### src/hw/rtl/mlcd_pkg.sv
package mlcd_pkg;

    // Port access codes carried by the operation field.
    localparam logic [1:0] OP_STATUS_READ = 2'd0;
    localparam logic [1:0] OP_CMD_WRITE   = 2'd1;
    localparam logic [1:0] OP_DATA_READ   = 2'd2;
    localparam logic [1:0] OP_DATA_WRITE  = 2'd3;

    // Command prefix masks and match values.
    localparam logic [7:0] CMD_MASK_TOP2   = 8'hC0;
    localparam logic [7:0] CMD_CONTRAST    = 8'hC0;
    localparam logic [7:0] CMD_ROW         = 8'h80;
    localparam logic [7:0] CMD_SCROLL      = 8'h40;
    localparam logic [7:0] CMD_MASK_TOP3   = 8'hE0;
    localparam logic [7:0] CMD_PAGE        = 8'h20;
    localparam logic [7:0] CMD_MASK_AMP    = 8'h18;
    localparam logic [7:0] CMD_TEST_MODE   = 8'h18;
    localparam logic [7:0] CMD_AMP_ONE     = 8'h10;
    localparam logic [7:0] CMD_AMP_TWO     = 8'h08;
    localparam logic [7:0] CMD_COUNTER_BIT = 8'h04;
    localparam logic [7:0] CMD_DISPLAY_BIT = 8'h02;

    // Reset values of the mode flags.
    localparam logic RST_COUNT_UP   = 1'b1;
    localparam logic RST_EIGHT_BITS = 1'b1;

    // Commands from the controller to the datapath.
    typedef struct packed {
        logic clear_step;
        logic accept;
        logic setup;
        logic bit_step;
        logic out_load;
        logic apply_cmd;
        logic advance;
    } ctrl_cmd_t;

    // Status from the datapath to the controller.
    typedef struct packed {
        logic clear_last;
        logic bits_last;
        logic out_free;
        logic is_data;
    } dp_status_t;

    // Reduces x modulo m by comparing x with the multiples of m up to eight
    // times m side by side and subtracting the largest one that fits.
    // Callers keep x below nine times m, so that multiple always exists.
    function automatic logic [6:0] mod_reduce(input logic [6:0] x, input logic [6:0] m);
        logic [9:0] multiple;
        logic [6:0] r;
        r = x;
        for (int k = 1; k < 9; k++)
        begin
            multiple = 10'(k) * {3'b000, m};
            if ({3'b000, x} >= multiple)
            begin
                r = x - multiple[6:0];
            end
        end
        return r;
    endfunction

endpackage

### src/hw/rtl/mlcd_ctrl.sv
module mlcd_ctrl
    import mlcd_pkg::*;
(
    input  logic       clk,
    input  logic       rst_n,
    input  logic       in_valid,
    output logic       in_ready,
    input  dp_status_t status,
    output ctrl_cmd_t  cmd
);

    localparam logic [2:0] S_CLEAR  = 3'd0;
    localparam logic [2:0] S_IDLE   = 3'd1;
    localparam logic [2:0] S_EXEC   = 3'd2;
    localparam logic [2:0] S_BITS   = 3'd3;
    localparam logic [2:0] S_DRAIN  = 3'd4;
    localparam logic [2:0] S_FINISH = 3'd5;

    logic [2:0] state_reg;
    logic [2:0] state_next;

    always_comb
    begin
        state_next = state_reg;
        cmd        = '0;
        in_ready   = 1'b0;
        unique case (state_reg)
            S_CLEAR:
            begin
                cmd.clear_step = 1'b1;
                if (status.clear_last)
                begin
                    state_next = S_IDLE;
                end
            end
            S_IDLE:
            begin
                in_ready = 1'b1;
                if (in_valid)
                begin
                    cmd.accept = 1'b1;
                    state_next = S_EXEC;
                end
            end
            S_EXEC:
            begin
                // Data accesses load the word address; others finish here.
                if (status.is_data)
                begin
                    cmd.setup  = 1'b1;
                    state_next = S_BITS;
                end
                else if (status.out_free)
                begin
                    cmd.out_load  = 1'b1;
                    cmd.apply_cmd = 1'b1;
                    state_next    = S_IDLE;
                end
            end
            S_BITS:
            begin
                cmd.bit_step = 1'b1;
                if (status.bits_last)
                begin
                    state_next = S_DRAIN;
                end
            end
            S_DRAIN:
            begin
                state_next = S_FINISH;
            end
            S_FINISH:
            begin
                if (status.out_free)
                begin
                    cmd.out_load = 1'b1;
                    cmd.advance  = 1'b1;
                    state_next   = S_IDLE;
                end
            end
            default:
            begin
                state_next = S_IDLE;
            end
        endcase
    end

    always_ff @(posedge clk or negedge rst_n)
    begin
        if (!rst_n)
        begin
            state_reg <= S_CLEAR;
        end
        else
        begin
            state_reg <= state_next;
        end
    end

endmodule

### config.mk
export PLATFORM = sky130hd
export DESIGN_NAME = mlcd_ctrl
export DESIGN_NICKNAME = d
export VERILOG_FILES = /design/src/hw/rtl/mlcd_pkg.sv /design/src/hw/rtl/mlcd_ctrl.sv
export SDC_FILE = /design/constraint.sdc
export NUM_CORES = 1
export LEC_CHECK = 0
export BUFFER_PORTS_ARGS = -buffer_cell sky130_fd_sc_hd__buf_2
export CAP_MARGIN = 20
export CORE_AREA = 2 2 39 41
export CTS_BUF_LIST = sky130_fd_sc_hd__clkbuf_2 sky130_fd_sc_hd__clkbuf_4 sky130_fd_sc_hd__clkbuf_8
export DETAILED_ROUTE_END_ITERATION = 10
export DIE_AREA = 0 0 41 43
export PLACE_DENSITY = 0.52
export SLEW_MARGIN = 20
export SYNTH_ARGS = -nofsm -noshare
export SYNTH_HDL_FRONTEND = slang
export SYNTH_SLANG_ARGS = --single-unit
### constraint.sdc
create_clock -name clk -period 1 [get_ports clk]
set_clock_uncertainty 0.1 [all_clocks]
set_input_delay 0.15 -clock clk [delete_from_list [all_inputs] [get_ports clk]]
set_output_delay 0.15 -clock clk [all_outputs]
set_load 0.05 [all_outputs]
==> summary.txt, run 1 <==
Clock tree
  – Number of buffers created by CTS: 3
  – Clock transition at the registers of the reported paths: 40 ps
  – Number of clock sinks seen by CTS: 3
  – Root cell of the clock tree: sky130_fd_sc_hd__clkbuf_4
  – Largest buffer count on any clock path: 2
  – Clock latency of the later-clocked register in the worst-skew pair: approximately 230 ps
  – Maximum level of the CTS H-tree: 1
  – Clock tree from TritonCTS: built

Worst setup path
  – Worst setup path startpoint: state_reg[0]
  – Critical path buffers and inverters: 1
  – Type of the worst setup path: reg2out
  – Critical path required time: between 700 and 800 ps
  – Reg-to-reg critical path startpoint: state_reg[0]
  – Cell breakdown of the critical path: nor2b_4, a22oi_1, nor2_4, buf_6
  – Depth of the most critical reg-to-reg path: 6
  – Reg-to-reg critical path endpoint: state_reg[0]
  – Setup crit start kind: flop
  – Master of the slowest instance on the critical path: sky130_fd_sc_hd__dfrtp_1
  – Peak per-stage delay on the critical path: 400 ps
  – Arrival time at the worst endpoint: 1250 ps
  – CP max FO: 5
  – R2r setup slk: -330 ps
  – Kind of end point of the critical path: primary output
  – Cell family contributing the most delay on the critical path: flip-flops

Placement
  – Placed wire-length estimate after detailed placement: 520 um
  – Post-placement worst setup slack: -358 ps
  – I/O Buffers: 14
  – Placer Congestion: approximately 0.75

STA
  – Period minus WS final: 1500 ps
  – RSZ-0062 raised after global routing: yes
  – Maximum achievable frequency: 668 MHz
  – Final-report hold violation count: 0
  – Least setup slack across all paths after layout: -498 ps
  – Total negative slack: -4420 ps
  – Finish-stage setup viols: 11
  – Relative slew slack: 81.9%
  – Final Max Tran Viols: 0
  – Final Cycle Share: 150%
  – Slew at the pin with the worst max-slew slack: approximately 270 ps

Logic synthesis
  – Register area share after synthesis: 30.3%
  – Warnings from Yosys: 0
  – Distinct cell type count of the synthesized netlist: 22
  – Xor/xnor share of the synthesized area: 0%
  – Top cell type's share of synthesized area: 30.3%
  – Main combinational cell family by area after synthesis: simple AND/OR/NAND/NOR gates
  – Synthesized netlist net count: 35
  – Synthesized-area fraction occupied by ao, oa, aoi and oai cells: 21.7%
  – Summed instance area of the synthesized netlist: 248 um2
  – Main area contributors after synthesis: sky130_fd_sc_hd__dfrtp_1, sky130_fd_sc_hd__nor2b_4, sky130_fd_sc_hd__nor2_2
  – Cell taking the most area after synthesis: sky130_fd_sc_hd__dfrtp_1
  – Multiplexer area fraction after synthesis: 0%
  – Synthesis-stage register bit count: 3
  – Gate count after technology mapping: 28
  – Share of synthesized cell area in and, or, nand and nor gates: 44.4%
  – Post-synthesis share of cell area spent on full adders, half adders and majority gates: 0%
  – Post-synthesis average cell area: 8.85 um2

Floorplanning
  – Core area: 1380 um2
  – Die boundary height: 43 um
  – Number of core rows: 14
  – I/O pin count: 15
  – Starting density of the core: 17.9%
  – Overall die width: 41 um
  – Die area: 1760 um2

Route
  – Via count: 306
  – Initial DRT Pass Iterations: 2
  – Number of routed nets with antenna violations: 0
  – Number of design rule violations left after detail routing: 0
  – 1st-iter DRT viols: 5
  – Routed WL per cell: 10.7 um
  – Post-detailed-routing wire length: roughly 770 um
  – Drt via density: 4.25

Worst hold path
  – Worst hold stages: 3
  – Hold path startpoint: in_valid
  – Min-Delay Path Class: in2reg
  – Hold-critical path endpoint: state_reg[1]

Pwr
  – Design Power: 2.22 mW
  – Leakage power figure: 0.277 nW
  – PwrDens: 3730 nW/um2
  – Worst-case vdd ir drop: 1.54 mV

Global route
  – Wire length of the first global-routing pass: approximately 1300 um
  – Pin count of the biggest net entering global routing: 6
  – Aggregate global-route resource usage: a little under an eighth
  – Vias in the first global route: 296
  – Antenna violations before repair: 0
  – Overall overflow remaining after global route: 0

Job
  – Maximum capacitance violations: 0

Final layout
  – Area Overhead vs Synth: 140%
  – Post-layout net count: between 60 and 70
  – Commonest cells after routing, fill and taps aside: sky130_fd_sc_hd__buf_4, sky130_fd_sc_hd__buf_2, sky130_fd_sc_hd__buf_6
  – Max FFs per register: 3
  – Number of inserted diodes: 0
  – Share of post-route cells with drive strength above 1: approximately four fifths
  – Leading cell type in the layout, fill and taps excluded: sky130_fd_sc_hd__buf_4

Status
  – Violations in the final reports: setup timing
  – Run status: finished, violations left
## kinds of logic after synthesis
| family | after synthesis |
|---|---|
| AO/OA/AOI/OAI | 7 |
| AND/OR/NAND/NOR | 16 |
| flip-flops | 3 |
| buffers and inverters | 2 |
## metrics by stage
stage	instances	hold WS (ps)	area, um2	util (%)
6_report	72	99.1	594	42.9
5_1_grt	72	120	594	42.9
4_1_cts	70	84.5	561	40.5
3_5_place_dp	63	-153	414	29.9
3_3_place_gp	63	-154	414	29.9
2_1_floorplan	28	-246	290	-
## cells in the mapped netlist
library cell,count
sky130_fd_sc_hd__and3_1,1
sky130_fd_sc_hd__dfrtp_1,3
sky130_fd_sc_hd__buf_2,1
sky130_fd_sc_hd__a31oi_1,1
sky130_fd_sc_hd__and3b_1,1
sky130_fd_sc_hd__nor2b_4,1
sky130_fd_sc_hd__and2_1,1
sky130_fd_sc_hd__inv_1,1
sky130_fd_sc_hd__nor3_1,2
sky130_fd_sc_hd__a21o_1,1
sky130_fd_sc_hd__a32o_1,1
sky130_fd_sc_hd__nor2_2,2
sky130_fd_sc_hd__and3_2,1
sky130_fd_sc_hd__and2_4,1
sky130_fd_sc_hd__a22oi_1,1
sky130_fd_sc_hd__and2b_4,1
sky130_fd_sc_hd__nor2b_1,1
sky130_fd_sc_hd__nand2_1,3
sky130_fd_sc_hd__a32oi_1,1
sky130_fd_sc_hd__nor2b_2,1
sky130_fd_sc_hd__o311ai_1,1
sky130_fd_sc_hd__a21oi_1,1
## metal layers
metal	part of all wire, %	global-route usage (%)
met5	0	0
met3	2.0	3.14
met1	40	14.1
met4	0	10.0
met2	58	15.6
## worst reg2reg max path, cell delays in order (launching register included)
cell	delay, ps
sky130_fd_sc_hd__dfrtp_1	400
sky130_fd_sc_hd__buf_6	140
sky130_fd_sc_hd__nor2_4	110
sky130_fd_sc_hd__buf_4	110
sky130_fd_sc_hd__buf_4	90
sky130_fd_sc_hd__a32oi_1	90
sky130_fd_sc_hd__a21o_1	180
## cell type report
type / count / area (um2)
Sequential cell: 3 / 77.6
Fill cell: 141 / 790
Tap cell: 16 / 20.0
Timing Repair Buffer: 25 / 235
Clock buffer: 4 / 30.0
Multi-Input combinational cell: 23 / 228
Inverter: 1 / 3.75
## power by group
part	internal, mW	switching [mW]	total, mW	leakage (nW)
sequential	0.189	0.0800	0.269	0.0340
combinational	0.843	0.870	1.71	0.224
clock	0.176	0.0602	0.237	0.0184
total	1.21	1.01	2.22	0.277
## timing repair
item / CTS / global route
hold buffers: 1 / 0
endpoints found under the setup margin: 11 / 11
gates resized for setup: 24 / 8
cloned: 0 / 0
buffers inserted: 2 / 3
pin swaps: 3 / 3
hold endpoints to repair: 3 / 0
## worst max path at each step
| stage | to | slack (ps) | cells after the start |
|---|---|---|---|
| after floorplan | cmd[5] | -380 | 3 |
| after global placement | cmd[2] | -370 | 5 |
| after detailed placement | cmd[5] | -360 | 4 |
| after CTS | cmd[5] | -520 | 4 |
| after global routing | cmd[2] | -590 | 4 |
| final | cmd[2] | -500 | 4 |
(Power assumes the default switching activity.)
==> inputs of run 2 (changes only) <==
--- a/config.mk
+++ b/config.mk
@@ -11,6 +11,7 @@
 export CTS_BUF_LIST = sky130_fd_sc_hd__clkbuf_2 sky130_fd_sc_hd__clkbuf_4 sky130_fd_sc_hd__clkbuf_8
 export DETAILED_ROUTE_END_ITERATION = 10
 export DIE_AREA = 0 0 41 43
+export HOLD_SLACK_MARGIN = 0.12
 export PLACE_DENSITY = 0.52
 export SLEW_MARGIN = 20
 export SYNTH_ARGS = -nofsm -noshare
==> run 2 against run 1 <==
Net effect: flip-flop and latch count unchanged; register-to-register slack about the same; worst hold slack better by 41 ps; utilization up 1.3 points; combinational power up 4%; first-iteration DRC count down 80%; the flow still finishes with violations (setup timing); cell count up 2.8%; via count up 4.6%; count of clock-buffer cells in the layout unchanged; highest routed layer unchanged; die area unchanged; sequential power up 1%.
==> summary.txt, run 2 (synthesized netlist as in run 1, its figures left out) <==
Route
  – Post-detailed-routing wire length: 879 um (+15%)
  – Routed WL per cell: 11.9 um (+12%)
  – Initial DRT Pass Iterations: 2 (unchanged)
  – Drt via density: 4.32 (+1.7%)
  – 1st-iter DRT viols: 1 (-4)
  – Number of routed nets with antenna violations: 0 (unchanged)
  – Number of design rule violations left after detail routing: 0 (unchanged)
  – Via count: 320 (+4.6%)

STA
  – RSZ-0062 raised after global routing: yes
  – Finish-stage setup viols: 11 (unchanged)
  – Final-report hold violation count: 0 (unchanged)
  – Slew at the pin with the worst max-slew slack: 236 ps (-35.8 ps)
  – Total negative slack: -4520 ps (-93.2 ps)
  – Least setup slack across all paths after layout: -508 ps (-10.7 ps)
  – Post-route worst hold slack: 140 ps (+41.4 ps)
  – Final Cycle Share: 151% (+1.1 points)
  – Maximum achievable frequency: 663 MHz (-0.71%)
  – Relative slew slack: 84.2% (+2.3 points)
  – Period minus WS final: 1510 ps (+10.7 ps)
  – Final Max Tran Viols: 0 (unchanged)

Global route
  – Vias in the first global route: 307 (+3.7%)
  – Antenna violations before repair: 0 (unchanged)
  – Overall overflow remaining after global route: 0 (unchanged)
  – Wire length of the first global-routing pass: 1280 um (+2.2%)
  – Pin count of the biggest net entering global routing: 6 (unchanged)
  – Aggregate global-route resource usage: 11.6% (+0.10 points)

Final layout
  – Share of post-route cells with drive strength above 1: 79.3% (-1.0 points)
  – Area Overhead vs Synth: 147%
  – Max FFs per register: 3 (unchanged)
  – Commonest cells after routing, fill and taps aside: sky130_fd_sc_hd__buf_4, sky130_fd_sc_hd__buf_6, sky130_fd_sc_hd__buf_2
  – Area of all placed cells without fillers: 612 um2 (+2.9%)
  – Final cell utilization of the core: 44.2% (+1.3 points)
  – Count of placed standard cells in the final layout, fillers left out: 74 (+2.8%)
  – Number of inserted diodes: 0 (unchanged)
  – Leading cell type in the layout, fill and taps excluded: sky130_fd_sc_hd__buf_4
  – Post-layout net count: 66 (+3.1%)

Worst setup path
  – Kind of end point of the critical path: primary output
  – Setup crit start kind: flop
  – CP max FO: 4 (-1)
  – Arrival time at the worst endpoint: 1260 ps (about the same)
  – Critical path required time: 750 ps (about the same)
  – Type of the worst setup path: reg2out
  – Depth of the most critical reg-to-reg path: 6 (unchanged)

Placement
  – Placed wire-length estimate after detailed placement: 520 um (unchanged)
  – I/O Buffers: 14 (unchanged)
  – Placed standard-cell area: 414 um2 (unchanged)
  – Placer Congestion: 0.749 (unchanged)
  – Post-placement worst setup slack: -358 ps (unchanged)
  – Cell count after placement: 63 (unchanged)

Pwr
  – Worst-case vdd ir drop: 1.50 mV (-2.6%)
  – PwrDens: 3720 nW/um2 (-0.25%)
  – Leakage power figure: 0.287 nW (+3.6%)
  – Design Power: 2.28 mW (+2.7%)

Job
  – Maximum capacitance violations: 0 (unchanged)

Floorplanning
  – Starting density of the core: 17.9% (unchanged)
  – Core area: 1380 um2 (unchanged)
  – Overall die width: 41 um (unchanged)
  – Die boundary height: 43 um (unchanged)
  – I/O pin count: 15 (unchanged)
  – Die area: 1760 um2 (unchanged)
  – Number of core rows: 14 (unchanged)

Clock tree
  – Maximum level of the CTS H-tree: 1 (unchanged)
  – Number of clock sinks seen by CTS: 3 (unchanged)
  – Clock latency of the later-clocked register in the worst-skew pair: 230 ps (about the same)
  – Clock transition at the registers of the reported paths: 40 ps (about the same)
  – Number of buffers created by CTS: 3 (unchanged)
  – Root cell of the clock tree: sky130_fd_sc_hd__clkbuf_4
  – Largest buffer count on any clock path: 2 (unchanged)
  – Clock tree from TritonCTS: built

Worst hold path
  – Min-Delay Path Class: in2reg
  – Worst hold stages: 2 (-1)

Status
  – Violations in the final reports: setup timing
  – Run status: finished, violations left
==> run 2: cell types whose count changed in the layout (fill, tap and decap cells not counted) <==
cell	previous run	this run
sky130_fd_sc_hd__buf_8	5	4
sky130_fd_sc_hd__buf_4	7	8
sky130_fd_sc_hd__a22oi_2	0	1
sky130_fd_sc_hd__buf_6	6	7
sky130_fd_sc_hd__a22oi_1	1	0
sky130_fd_sc_hd__dfrtp_1	1	2
sky130_fd_sc_hd__dfrtp_2	2	1
sky130_fd_sc_hd__dlygate4sd3_1	1	2
==> run 2: final cells by class <==
class | instances | area (um2)
sequential | 3 | 76.3
multi-input combinational | 23 | 233
inverter | 1 | 3.75
tap | 16 | 20.0
clock buffer | 4 | 30.0
timing repair buffer | 27 | 249
fill | 139 | 772
==> run 2: power by group <==
group	internal, mW	switching, mW	total [mW]
logic	0.872	0.896	1.77
clock network	0.176	0.0603	0.237
registers	0.185	0.0882	0.273
total	1.23	1.04	2.28
==> run 2: repair_timing <==
| item | CTS | global route |
|---|---|---|
| endpoints found under the setup margin | 11 | 11 |
| gates resized for setup | 24 | 6 |
| hold buffers | 2 | 0 |
| pin swaps | 3 | 3 |
| setup buffers | 2 | 3 |
| endpoints found under the hold margin | 4 | 0 |
==> run 2: critical path: stages (launching register included) <==
cell,delay [ps]
sky130_fd_sc_hd__dfrtp_2,430
sky130_fd_sc_hd__nor2b_4,170
sky130_fd_sc_hd__and2b_4,170
sky130_fd_sc_hd__and2_4,130
sky130_fd_sc_hd__buf_8,130
==> run 2: final timing paths <==
path / start / to / slack, ps
min in group asynchronous: rst_n / state_reg[2] / 160
min: status[2] / state_reg[2] / 140
max in group asynchronous: rst_n / state_reg[1] / 530
min reg2reg: state_reg[1] / state_reg[0] / 610
max: state_reg[1] / cmd[5] / -510
max reg2reg: state_reg[0] / state_reg[0] / -320
==> run 2: layer usage <==
layer  up-vias  wire, um  global-route usage (%)
met5         -         0                       0
met2         5       530                    16.6
met4         0         0                    10.0
li1        162         -                       -
met1       153       334                    13.4
met3         0        14                    3.14
==> inputs of run 3 (changes only) <==
--- a/config.mk
+++ b/config.mk
@@ -5,6 +5,7 @@
 export SDC_FILE = /design/constraint.sdc
 export NUM_CORES = 1
 export LEC_CHECK = 0
+export ABC_AREA = 1
 export BUFFER_PORTS_ARGS = -buffer_cell sky130_fd_sc_hd__buf_2
 export CAP_MARGIN = 20
 export CORE_AREA = 2 2 39 41
@@ -12,7 +13,7 @@
 export DETAILED_ROUTE_END_ITERATION = 10
 export DIE_AREA = 0 0 41 43
 export HOLD_SLACK_MARGIN = 0.12
-export PLACE_DENSITY = 0.52
+export PLACE_DENSITY = 0.56
 export SLEW_MARGIN = 20
 export SYNTH_ARGS = -nofsm -noshare
 export SYNTH_HDL_FRONTEND = slang
==> constraint.sdc (replaced) <==
create_clock -name clk -period 1.8 [get_ports clk]
set_clock_uncertainty 0.1 [all_clocks]
set_input_delay 0.27 -clock clk [delete_from_list [all_inputs] [get_ports clk]]
set_output_delay 0.27 -clock clk [all_outputs]
set_load 0.05 [all_outputs]
==> run 3 against run 2 <==
Net effect: the flow now finishes without violations; setup slack improved by 590 ps; highest routed layer unchanged; clock power decreased by 43%; flip-flop and latch count unchanged; critical path depth is 1 lower; critical path type unchanged; global-route usage down 1.7 points; cell count up 6.8%; die area unchanged; non-clock buffer count fell by 12; count of clock-buffer cells in the layout unchanged; via count up 5.6%; total power is 60% lower.
==> summary.txt, run 3 <==
Status
  – Run status: finished, final reports clean

Logic synthesis
  – Synthesized netlist net count: 53 (+51%)
  – Register area share after synthesis: 24.5% (-5.8 points)
  – Warnings from Yosys: 0 (unchanged)
  – Number of synthesized flops with an enable pin: 0 (unchanged)
  – Summed instance area of the synthesized netlist: 307 um2 (+24%)
  – Post-synthesis average cell area: 6.66 um2 (-25%)
  – Top cell type's share of synthesized area: 24.5% (-5.8 points)
  – Synthesis-stage register bit count: 3 (unchanged)
  – Top FF cell, synth: sky130_fd_sc_hd__dfrtp_1
  – Distinct cell type count of the synthesized netlist: 18 (-18%)
  – Async set or reset register ratio after synthesis: 100% (unchanged)
  – Main area contributors after synthesis: sky130_fd_sc_hd__dfrtp_1, sky130_fd_sc_hd__inv_1, sky130_fd_sc_hd__nor2_1
  – Gate count after technology mapping: 46 (+64%)
  – Most instantiated library cell after synthesis: sky130_fd_sc_hd__inv_1
  – Cell taking the most area after synthesis: sky130_fd_sc_hd__dfrtp_1
  – Most used standard cells in the synthesized netlist: sky130_fd_sc_hd__inv_1, sky130_fd_sc_hd__nor2_1, sky130_fd_sc_hd__nand2_1

Floorplanning
  – Die area: 1760 um2 (unchanged)
  – Overall die width: 41 um (unchanged)
  – Starting density of the core: 22.2% (+4.2 points)
  – Core area: 1380 um2 (unchanged)
  – Die boundary height: 43 um (unchanged)
  – Number of core rows: 14 (unchanged)
  – I/O pin count: 15 (unchanged)

Job
  – Maximum capacitance violations: 0 (unchanged)

Pwr
  – Leakage power figure: 0.248 nW (-14%)
  – Worst-case vdd ir drop: 0.606 mV (-60%)
  – PwrDens: 2090 nW/um2 (-44%)

Worst setup path
  – Depth of the most critical reg-to-reg path: 6 (unchanged)
  – Cell breakdown of the critical path: inv_2, nor4_2, buf_2
  – R2r setup slk: 510 ps (+830 ps)
  – Setup crit start kind: flop
  – Reg-to-reg critical path endpoint: state_reg[0]
  – Critical path required time: 1430 ps (+680 ps)
  – Type of the worst setup path: reg2out
  – CP max FO: 7 (+3)
  – Arrival time at the worst endpoint: 1350 ps (+90 ps)
  – Peak per-stage delay on the critical path: 460 ps (+30 ps)
  – Kind of end point of the critical path: primary output
  – Master of the slowest instance on the critical path: sky130_fd_sc_hd__dfrtp_1
  – Critical path buffers and inverters: 2 (+1)
  – Reg-to-reg critical path startpoint: state_reg[2]
  – Cell family contributing the most delay on the critical path: flip-flops

Final layout
  – Area Overhead vs Synth: 43.3%
  – Post-layout net count: 71 (+7.6%)
  – Max FFs per register: 3 (unchanged)
  – Leading cell type in the layout, fill and taps excluded: sky130_fd_sc_hd__buf_2
  – Number of inserted diodes: 0 (unchanged)
  – Share of post-route cells with drive strength above 1: 47.6% (-32 points)
  – Filler Cell Count: 164 (+18%)
  – Commonest cells after routing, fill and taps aside: sky130_fd_sc_hd__buf_2, sky130_fd_sc_hd__inv_1, sky130_fd_sc_hd__nor2_1

Route
  – Number of routed nets with antenna violations: 0 (unchanged)
  – Number of design rule violations left after detail routing: 0 (unchanged)
  – Via count: 338 (+5.6%)
  – Post-detailed-routing wire length: 738 um (-16%)
  – Drt via density: 4.28 (-1.1%)
  – Initial DRT Pass Iterations: 4 (+2)
  – Routed WL per cell: 9.34 um (-21%)
  – 1st-iter DRT viols: 3 (+2)

Global route
  – Pin count of the biggest net entering global routing: 10 (+4)
  – Wire length of the first global-routing pass: 1150 um (-10%)
  – Overall overflow remaining after global route: 0 (unchanged)
  – Vias in the first global route: 309 (+0.65%)
  – Antenna violations before repair: 0 (unchanged)
  – Aggregate global-route resource usage: 9.95% (-1.7 points)

Clock tree
  – Number of buffers created by CTS: 3 (unchanged)
  – Maximum level of the CTS H-tree: 1 (unchanged)
  – Largest buffer count on any clock path: 2 (unchanged)
  – Clock tree from TritonCTS: built
  – Root cell of the clock tree: sky130_fd_sc_hd__clkbuf_4
  – Clock latency of the later-clocked register in the worst-skew pair: 230 ps (about the same)
  – Number of clock sinks seen by CTS: 3 (unchanged)
  – Clock transition at the registers of the reported paths: 40 ps (about the same)

Placement
  – Placer Congestion: 0.709 (-5.4%)
  – I/O Buffers: 14 (unchanged)
  – Post-placement worst setup slack: 213 ps (+571 ps)
  – Placed wire-length estimate after detailed placement: 619 um (+19%)

Worst hold path
  – Min-Delay Path Class: in2reg
  – Hold-critical path endpoint: state_reg[1]
  – Hold path startpoint: status[2]
  – Worst hold stages: 4 (+2)

STA
  – Maximum achievable frequency: 582 MHz
  – RSZ-0062 raised after global routing: no
  – Finish-stage setup viols: 0 (-11)
  – Relative slew slack: 83.3% (-0.87 points)
  – Post-route worst hold slack: 250 ps (+109 ps)
  – Total negative slack: 0 ps (+4520 ps)
  – Slew at the pin with the worst max-slew slack: 252 ps (+15.4 ps)
  – Final-report hold violation count: 0 (unchanged)
  – Least setup slack across all paths after layout: 83.1 ps (+592 ps)
  – Period minus WS final: 1720 ps
  – Final Cycle Share: between 90% and 100%
  – Final Max Tran Viols: 0 (unchanged)
[run 3: cell types whose count changed after synthesis, moves of 2 or more]
cell                      before  now
sky130_fd_sc_hd__buf_6         0    2
sky130_fd_sc_hd__inv_1         1    9
sky130_fd_sc_hd__nand2_1       3    7
sky130_fd_sc_hd__nand2_2       0    2
sky130_fd_sc_hd__nand3_1       0    3
sky130_fd_sc_hd__nand3_2       0    2
sky130_fd_sc_hd__nor2_1        0    8
sky130_fd_sc_hd__nor2_2        2    0
[run 3: kinds of logic after synthesis]
kind of cell	Yosys count	share of synthesized area (%)
compound gates	4	7.35
buf+inv	12	19.6
flops	3	24.5
simple gates	27	48.6
[run 3: layout make-up]
cell class | instances | area, um2 | share of cell area, %
inverter | 10 | 37.5 | 8.55
sequential | 3 | 77.6 | 17.7
tap | 16 | 20.0 | 4.56
timing repair buffer | 15 | 85.1 | 19.4
clock buffer | 4 | 30.0 | 6.84
multi-input combinational | 31 | 189 | 43.0
[run 3: worst max path at each step]
stage            startpoint     end  slack, ps  cells past startpoint
6_report       state_reg[0]  cmd[5]         80                      3
4_1_cts        state_reg[1]  cmd[2]          6                      4
3_3_place_gp   state_reg[2]  cmd[2]        200                      3
5_1_grt        state_reg[0]  cmd[2]          3                      4
3_5_place_dp   state_reg[2]  cmd[2]        210                      3
2_1_floorplan  state_reg[0]  cmd[5]        -60                      2
[run 3: timing repair]
action	in CTS	in global routing
hold buffers	1	0
endpoints found under the hold margin	3	0
buffers inserted	0	0
resized for setup	1	3
pin swaps	0	0
setup endpoints to repair	1	3
[run 3: routing by layer]
metal | global-route usage (%) | wire [um]
met5 | 0 | 0
met4 | 8.00 | 0
met3 | 3.14 | 59
met2 | 13.8 | 349
met1 | 11.9 | 329
[run 3: through the flow]
stage	cells	instance area (um2)	utilization (%)	power, mW
5_1_grt	79	439	31.7	0.992
3_3_place_gp	74	392	28.3	0.777
4_1_cts	79	433	31.3	0.924
6_report	79	439	31.7	0.918
3_5_place_dp	74	392	28.3	0.781
2_1_floorplan	46	324	-	0.707
[run 3: power breakdown]
| part | switching, mW | internal (mW) |
|---|---|---|
| Sequential | 0.0944 | 0.106 |
| Clock | 0.0356 | 0.0982 |
| Combinational | 0.413 | 0.171 |
[run 3: worst min-delay path, stage by stage]
cell and delay, ps:
sky130_fd_sc_hd__buf_2 80, sky130_fd_sc_hd__inv_1 40, sky130_fd_sc_hd__nand2_2 90, sky130_fd_sc_hd__o21ai_1 70
